[src/hdl/pba_pkg.sv]
// ----------------------------------------------------------------------------
// pba_pkg: shared types and constants of the page bitmap allocator
// Request kinds, status codes, register indexes and the zero-search result.
// ----------------------------------------------------------------------------
package pba_pkg;

  localparam int NUM_PAGES_DEF  = 4096;
  localparam int PAGE_BYTES_DEF = 4096;

  localparam int ADDR_W   = 32;   // address and bitmap word width
  localparam int CNT_W    = 13;   // page_count register width
  localparam int STAT_W   = 2;
  localparam int OUT_W    = 40;   // page_address + status, padded to bytes
  localparam int BIT_W    = 5;    // bit index within a bitmap word

  // request kinds (s_tuser)
  localparam logic CMD_ALLOC = 1'b0;
  localparam logic CMD_FREE  = 1'b1;

  // status codes
  localparam logic [STAT_W-1:0] ST_OK       = 2'd0;
  localparam logic [STAT_W-1:0] ST_NOMEM    = 2'd1;
  localparam logic [STAT_W-1:0] ST_RANGE    = 2'd2;
  localparam logic [STAT_W-1:0] ST_NOTALLOC = 2'd3;

  // configuration register indexes
  localparam logic REG_BASE  = 1'b0;
  localparam logic REG_COUNT = 1'b1;

  typedef struct packed {
    logic             found;
    logic [BIT_W-1:0] idx;
  } find_t;

endpackage

[src/hdl/pba_bitmap_ram.sv]
// ----------------------------------------------------------------------------
// pba_bitmap_ram: used-bit store, one 32-bit word per 32 pages
// One write port, one read port with registered read data.
// ----------------------------------------------------------------------------
module pba_bitmap_ram #(
  parameter int WORDS = 128,
  parameter int WA_W  = 7
) (
  input  logic                       clk,
  input  logic                       we,
  input  logic [WA_W-1:0]            waddr,
  input  logic [pba_pkg::ADDR_W-1:0] wdata,
  input  logic                       re,
  input  logic [WA_W-1:0]            raddr,
  output logic [pba_pkg::ADDR_W-1:0] rdata
);

  logic [pba_pkg::ADDR_W-1:0] mem [WORDS];

  always_ff @(posedge clk) begin
    if (we) begin
      mem[waddr] <= wdata;
    end
    if (re) begin
      rdata <= mem[raddr];
    end
  end

endmodule

[config.mk]
export PLATFORM = sky130hd
export DESIGN_NAME = pba_bitmap_ram
export DESIGN_NICKNAME = d
export VERILOG_FILES = /design/src/hdl/pba_pkg.sv /design/src/hdl/pba_bitmap_ram.sv
export SDC_FILE = /design/constraint.sdc
export NUM_CORES = 2
export LEC_CHECK = 0
export BUFFER_PORTS_ARGS = -buffer_cell sky130_fd_sc_hd__buf_2
export CORE_MARGIN = 2
export CORE_UTILIZATION = 30
export CTS_CLUSTER_SIZE = 24
export DETAILED_ROUTE_END_ITERATION = 16
export HOLD_SLACK_MARGIN = 0.03
export PLACE_DENSITY_LB_ADDON = 0.08
export RECOVER_POWER = 25
export SLEW_MARGIN = 10
export SYNTH_ARGS = -nofsm -noshare
export SYNTH_HDL_FRONTEND = slang
export SYNTH_SLANG_ARGS = --single-unit
[constraint.sdc]
create_clock -name clk -period 9.7 [get_ports clk]
set_clock_uncertainty 0.1 [all_clocks]
set_input_delay 1.94 -clock clk [delete_from_list [all_inputs] [get_ports clk]]
set_output_delay 1.94 -clock clk [all_outputs]
set_load 0.05 [all_outputs]
==> impl_metrics.env <==
export IMPL_final_common_cell="edfxtp_1"
export IMPL_cp_top_family="buffers and inverters"
export IMPL_seqPwrFrac_pct=51.3
export IMPL_grt_pass1_vias=74100
export IMPL_post_cts_buffers=0
export IMPL_status="complete, but fails checks"
export IMPL_power_frac_comb_pct=5.4
export IMPL_setup_tns_ps=0
export IMPL_violations="capacitance limit, slew limit"
export IMPL_synthCells=5990
export IMPL_cts_root_buf="clkbuf_16"
export IMPL_die_h_um=726
export IMPL_max_freq_mhz=143
export IMPL_cts_tree="yes"
export IMPL_yosys_warnings=0
export IMPL_instances_no_fill=13800
export IMPL_final_cell_mix="4,128 x edfxtp_1, 1,344 x mux4_2, 463 x clkbuf_16"
export IMPL_critPathMaxStageDelay_ps=2940
export IMPL_dp_cells=12900
export IMPL_cp_max_fo=77
export IMPL_grt_max_degree=117
export IMPL_rrSetupSlack_ps=6750
export IMPL_cts_resized_gates=0
export IMPL_cp_end_kind="register"
export IMPL_fp_coreArea_um2=520000
export IMPL_finalSetupViolCount=0
export IMPL_antenna_found_initial=84
export IMPL_seq_area_frac_synth_pct=79.2
export IMPL_io_buffer_count=80
export IMPL_area_growth_pct=16.0
export IMPL_powerDensity_nw_per_um2=213
export IMPL_criticalPathCategory="in -> reg"
export IMPL_wire_per_inst_um=38.0
export IMPL_p_switching_uw=8640
export IMPL_die_width_um=726
export IMPL_place_congestion=0.738
export IMPL_initial_core_util_pct=30.1
export IMPL_path_buf_inv=2
export IMPL_synth_nets=6039
export IMPL_pin_count=81
export IMPL_die_area_um2=528000
export IMPL_drt_drc_violations_left=0
export IMPL_cts_htree_levels=5
export IMPL_cp_required_ps=9780
export IMPL_reg2reg_to="rdata[18]$_DFFE_PP_"
export IMPL_cts_hold_buffers_added=0
export IMPL_finalCritPeriodShare_pct=72.1
export IMPL_path_cells="clkbuf_1 -> clkbuf_1"
export IMPL_ys_ff_latch=4128
export IMPL_cp_arrival_ps=7080
export IMPL_p_int_uw=30000
export IMPL_synth_area_um2=157000
export IMPL_finalHoldViolations=0
export IMPL_clock_latency_ps=1040
export IMPL_max_slew_margin_pct=-177
export IMPL_cp_start_kind="input pin"
export IMPL_critical_path_slowest_cell="clkbuf_1"
export IMPL_std_cell_rows=265
export IMPL_leakage_uw=0.0544
export IMPL_wl_mm=525
export IMPL_hold_start="mem[86][26]$_DFFE_PP_"
export IMPL_cp_common_cell="clkbuf_1"
export IMPL_r2r_start="mem[31][18]$_DFFE_PP_"
export IMPL_ir_drop_uv=150
export IMPL_grtUsageTotal_pct=19.6
export IMPL_num_vias=70900
export IMPL_initialDrtViolationCount=7815
export IMPL_cts_max_path_buffers=4
export IMPL_grt_first_pass_wirelength_mm=697
export IMPL_swShare_pct=22.3
export IMPL_drive_gt1_share_pct=34.9
export IMPL_maxCapViolations=46
export IMPL_viasPerCell=5.13
export IMPL_p_clk_share_pct=43.3
export IMPL_worst_slew_pin_slew_ps=4150
export IMPL_fin_crit_ps=7000
export IMPL_hold_depth=4
export IMPL_grt_ovfl_total=0
export IMPL_clk_pin_slew_ps=60
export IMPL_synthDistinctLibCells=16
export IMPL_reg2reg_depth=4
export IMPL_place_hpwl_mm=280
export IMPL_antenna_left=0
export IMPL_hold_path_end="rdata[26]$_DFFE_PP_"
export IMPL_firstDrtPassIters=5
export IMPL_synth_area_per_cell_um2=26.1
export IMPL_slew_viol_final=2757
export IMPL_cts_buffers=458
export IMPL_clock_sinks=4128
export IMPL_final_nets=6495
export IMPL_rsz0062_at_grt="no"
export IMPL_hold_class="reg -> reg"
==> worst max-delay path by stage <==
stage / cells after the start / endpoint / start
6_report: 2 / mem[72][25]$_DFFE_PP_ / wdata[25]
5_1_grt: 2 / mem[92][25]$_DFFE_PP_ / wdata[25]
4_1_cts: 7 / rdata[31]$_DFFE_PP_ / raddr[2]
3_5_place_dp: 7 / rdata[31]$_DFFE_PP_ / raddr[2]
3_3_place_gp: 7 / rdata[31]$_DFFE_PP_ / raddr[2]
2_1_floorplan: 3 / mem[98][0]$_DFFE_PP_ / we
==> cells by family after synthesis <==
kind of cell	Yosys count	share of synthesized area, %
and+or+nand+nor	170	0.445
buffers and inverters	316	0.837
muxes	1376	19.6
DFF	4128	79.2
==> through the flow <==
step	cell area [um2]	util, %	setup WS [ps]	hold WS, ps	total power, uW
after floorplan	157000	-	4420	1050	21100
after global routing	182000	34.9	2310	1130	39800
final	182000	34.9	2700	1090	38600
after detailed placement	168000	32.2	3410	1090	22300
after global placement	168000	32.2	3380	1110	22300
after CTS	182000	34.9	4530	1100	39200
==> Yosys cell counts, drive strengths merged <==
cell type	n	area, um2
edfxtp	4128	124000
mux4	1344	30300
clkbuf	182	683
buf	134	628
nor2	122	458
mux2	32	360
nand2	14	52.6
nand3	12	60.1
nor3	9	45.0
nor2b	7	43.8
nand4	3	18.8
nand2b	2	12.5
or3	1	6.26
==> per-layer routing <==
layer  global-route usage [%]  wire length (um)  vias up
met1                     26.9            224000    40900
met2                     33.7            265000     2004
met4                     3.75              9460       18
met3                     2.65             25900      528
li1                         -                 -    27500
met5                        0               121        -
==> state kept, by name, indices dropped and copies added, names as in the netlist <==
register and count:
rdata 32, mem 4096
==> power groups by stage <==
stage | Sequential, uW | Combinational [uW] | Clock, uW
2_1_floorplan | 20200 | 951 | 0
3_3_place_gp | 20200 | 2140 | 0
3_5_place_dp | 20200 | 2160 | 0
4_1_cts | 19800 | 2170 | 17200
5_1_grt | 19800 | 2180 | 17800
6_report | 19800 | 2070 | 16700
==> area by class of cell <==
class / count / area, um2
well taps: 6942 / 8690
fillers: 47700 / 339000
repair buffers: 312 / 2420
clock buffers: 575 / 12000
flip-flops and latches: 4128 / 124000
multi-input cells: 1546 / 32300
diodes: 55 / 138
clock inverters: 262 / 2150
Power figures use the tool's default switching activity.
