## config.mk

```make
export PLATFORM = sky130hd
export DESIGN_NAME = pba_zero_find
export DESIGN_NICKNAME = d
export VERILOG_FILES = /design/src/hdl/pba_pkg.sv /design/src/hdl/pba_zero_find.sv
export SDC_FILE = /design/constraint.sdc
export NUM_CORES = 1
export LEC_CHECK = 0
export BUFFER_PORTS_ARGS = -buffer_cell sky130_fd_sc_hd__clkbuf_2
export CELL_PAD_IN_SITES_DETAIL_PLACEMENT = 0
export CELL_PAD_IN_SITES_GLOBAL_PLACEMENT = 1
export CORE_UTILIZATION = 36
export DETAILED_ROUTE_END_ITERATION = 7
export PLACE_DENSITY_LB_ADDON = 0.1
export SKIP_LAST_GASP = 1
export SLEW_MARGIN = 5
export SYNTH_ARGS = -nofsm -noshare
export SYNTH_HDL_FRONTEND = slang
export SYNTH_SLANG_ARGS = --single-unit
```

## constraint.sdc

```tcl
create_clock -name vclk -period 3.82
set_input_delay 0.382 -clock vclk [all_inputs]
set_output_delay 0.382 -clock vclk [all_outputs]
set_load 0.05 [all_outputs]
```

## src/hdl/pba_pkg.sv

```systemverilog
// ----------------------------------------------------------------------------
// pba_pkg: shared types and constants of the page bitmap allocator
// Request kinds, status codes, register indexes and the zero-search result.
// ----------------------------------------------------------------------------
package pba_pkg;

  localparam int NUM_PAGES_DEF  = 4096;
  localparam int PAGE_BYTES_DEF = 4096;

  localparam int ADDR_W   = 32;   // address and bitmap word width
  localparam int CNT_W    = 13;   // page_count register width
  localparam int STAT_W   = 2;
  localparam int OUT_W    = 40;   // page_address + status, padded to bytes
  localparam int BIT_W    = 5;    // bit index within a bitmap word

  // request kinds (s_tuser)
  localparam logic CMD_ALLOC = 1'b0;
  localparam logic CMD_FREE  = 1'b1;

  // status codes
  localparam logic [STAT_W-1:0] ST_OK       = 2'd0;
  localparam logic [STAT_W-1:0] ST_NOMEM    = 2'd1;
  localparam logic [STAT_W-1:0] ST_RANGE    = 2'd2;
  localparam logic [STAT_W-1:0] ST_NOTALLOC = 2'd3;

  // configuration register indexes
  localparam logic REG_BASE  = 1'b0;
  localparam logic REG_COUNT = 1'b1;

  typedef struct packed {
    logic             found;
    logic [BIT_W-1:0] idx;
  } find_t;

endpackage

```

## src/hdl/pba_zero_find.sv

```systemverilog
// ----------------------------------------------------------------------------
// pba_zero_find: lowest free page within one bitmap word
// Bits at or beyond the page limit count as used.
// ----------------------------------------------------------------------------
module pba_zero_find #(
  parameter int WA_W  = 7,
  parameter int LIM_W = 13
) (
  input  logic [pba_pkg::ADDR_W-1:0] word,
  input  logic [WA_W-1:0]            word_idx,
  input  logic [LIM_W-1:0]           limit,
  output pba_pkg::find_t             result
);

  logic [31:0] first_pg;
  logic [31:0] lim32;
  logic [31:0] rem;
  logic [31:0] mask;
  logic [31:0] free_bits;

  always_comb begin
    first_pg = 32'({word_idx, 5'b0});
    lim32    = 32'(limit);
    rem      = lim32 - first_pg;
    if (lim32 <= first_pg) begin
      mask = '0;
    end else if (rem >= 32'd32) begin
      mask = '1;
    end else begin
      mask = (32'd1 << rem[4:0]) - 32'd1;
    end
    free_bits = ~word & mask;
  end

  // priority encoder, lowest index wins
  always_comb begin
    result.found = |free_bits;
    result.idx   = '0;
    for (int i = 31; i >= 0; i--) begin
      if (free_bits[i]) begin
        result.idx = 5'(i);
      end
    end
  end

endmodule

```

==> key figures <==
Place
  – HPWL Detailed: ~4800 µm
  – Port Buffers: 58
  – Final GP Congestion: 0.831
  – Cells after DPL: 390
  – DP Area: 2270 µm²

STA
  – Sum Neg Setup Slack: -0.0190 ns
  – Slew Limit Fails: 0
  – Hold Violations, Final: 0
  – Minimum clock period: 3.84 ns
  – Unrepaired setup endpoints after global routing: true
  – Rel. slew slack: 0.423
  – Worst-Margin Slew: 0.862 ns
  – Final setup vio count: 2
  – Final worst slack: -0.0187 ns
  – Max Freq: 0.261 GHz
  – Final period util: 1.00

Final layout
  – Fin util: 0.618
  – Share of layout cells above drive strength 1: 0.456
  – Post-Layout Inst Area: 2750 µm²
  – # clk buffers: 0
  – Register area: 0 µm²
  – Fin cells: 401
  – ANT cells: 0
  – Seq Cell Count: 0
  – Syn-to-layout area delta: 61.2%
  – Most frequent cells in the layout: clkbuf_2 (51), buf_4 (31), nand2_1 (27), nor2_1 (24), a21oi_1 (18)
  – Nets: 412
  – Most common cell after layout, fill and taps aside: clkbuf_2

Synth
  – Post-Syn Nets: between 300 and 400
  – Post-synthesis sequential area ratio: 0
  – Yosys warns: 0
  – Gate Count Post-Synth: 269
  – Mapped Avg Cell Area: 6.34 µm²
  – Post-synthesis cell area: 1700 µm²
  – Netlist cell types: 65

Worst hold path
  – Worst Hold Path EP: result[0]
  – Hold crit path type: input pin to output pin
  – Hold Startpoint: word[1]
  – Worst hold path depth: 5

Worst setup path
  – Largest stage delay on the critical path: between 0.3 and 0.4 ns
  – Crit path buf inv count: 8
  – Worst setup path category: input pin to output pin
  – Slowest CP cell: fa_2
  – Delay-heaviest family, CP: compound AO/OA/AOI/OAI gates
  – Critical Path AT: 3.46 ns
  – Startpoint types: input pin
  – CP Launch Point: limit[5]
  – CP Max Fanout: 5
  – Worst path cell trace: buf_6, inv_4, ha_4, inv_2, fa_2, a21o_1, a21oi_2, xnor2_2, a2111oi_4, buf_6, buf_12, buf_16, a21o_1, buf_4, o211ai_1, a21oi_2, o32ai_2, o32ai_2, clkbuf_16
  – Setup crit end kind: output pin
  – Data required, critical path: 3.44 ns

Power and ir drop
  – Power density cells: about 120 nW/µm²
  – Total power after layout: roughly 0.33 mW
  – Leakage: between 1 and 1.5 nW
  – Max IR drop VDD: a little under 0.0001 V

Routing
  – Antenna viol nets, final: 0
  – Via count: between 2000 and 2500
  – Drc violations: 8
  – Vias/cell: 6.04
  – Iter 0 DRT Violations: 175
  – Final wirelength: 6870 µm
  – Detailed Routing Iterations Pass 1: 6
  – Routed len/inst: 17.1 µm

Floorplan
  – Die height: 70.8 µm
  – Die W: 70.8 µm
  – I/O pins: 58
  – DIE AREA: 5010 µm²
  – Starting Density: 0.383
  – Core area: 4440 µm²
  – Rows: 24

Global route
  – Total track usage: 0.259
  – Initial antenna violation count: 0
  – Pin count of the biggest net entering global routing: 25
  – First-pass GRT wire length: 10500 µm
  – Vias in the first global route: ~2300
  – Aggregate global routing overflow: 0

CTS
  – # hold bufs at CTS: 0

Status
  – Status: finished with violations
  – Failing checks: DRC, setup timing

Flow run
  – Max-cap violations: 0
-- through the flow --
step / setup slack [ns] / hold WS [ns]
after global placement: -0.0374 / 1.29
after global routing: -0.147 / 1.34
after detailed placement: -0.0722 / 1.31
final: -0.0187 / 1.32
after CTS: -0.0291 / 1.32
after floorplan: -0.0354 / 1.10
-- power by group --
group	leakage, nW	switching (mW)	total [mW]	internal [mW]
combinational	1.15	0.183	0.331	0.147
sequential	0	0	0	0
clock	0	0	0	0
-- cell families (layout without fill, tap and decap cells) --
kind of cell,count (synthesis),count (layout),share of synthesized area
compound gates,120,120,0.524
buf+inv,32,112,0.0859
simple gates,104,104,0.299
xor+xnor,4,4,0.0206
fa+ha+maj,9,9,0.0705
-- cells in the mapped netlist, types with 3 or more instances --
master,count,area [µm²]
a22oi_1,5,37.5
inv_1,15,56.3
nand3_1,7,35.0
nor3_1,9,45.0
clkbuf_1,10,37.5
and2_1,3,18.8
buf_6,3,33.8
a211oi_1,4,30.0
nor2b_1,5,31.3
a21oi_1,27,135
nor2_1,27,101
nand2b_1,7,43.8
o21ai_0,15,75.1
a31oi_1,8,50.1
a211o_1,3,26.3
a21o_1,8,60.1
nor4_1,4,25.0
o32ai_1,3,26.3
a31o_2,4,35.0
a22o_1,3,26.3
xnor2_1,3,26.3
ha_1,8,100
nand2_1,27,101
o211ai_1,3,22.5
-- routing by layer --
metal,share of wire,routed length [µm],track usage,up-vias
li1,-,-,-,1190
met1,0.40,2770,0.310,1126
met2,0.51,3520,0.490,95
met3,0.068,468,0.0228,12
met4,0.015,105,0.0689,0
met5,0,0,0,-
-- worst max-delay path by stage --
stage,endpoint,depth (start not counted),slack (ns)
5_1_grt,result[0],19,-0.15
4_1_cts,result[5],18,-0.03
6_report,result[0],19,-0.02
3_5_place_dp,result[5],16,-0.07
3_3_place_gp,result[5],16,-0.04
2_1_floorplan,result[4],14,-0.04
-- tightest hold or removal path: stages --
cell and delay [ns]:
clkbuf_2 0.08, a21oi_2 0.05, nor2_1 0.13, o32ai_2 0.11, clkbuf_16 0.17
-- area by class of cell --
cell class	instances	area (µm²)
fillers	419	1700
inverters	16	62.6
multi-input cells	237	1860
well taps	52	65.1
repair buffers	96	762
-- what timing repair did --
| action | in CTS | in global routing |
|---|---|---|
| gates cloned | 4 | 1 |
| resized for setup | 36 | 35 |
| pin swaps | 20 | 19 |
| hold endpoints to repair | 0 | 0 |
| setup endpoints to repair | 5 | 6 |
| buffers inserted | 6 | 3 |
(Power assumes the default switching activity.)
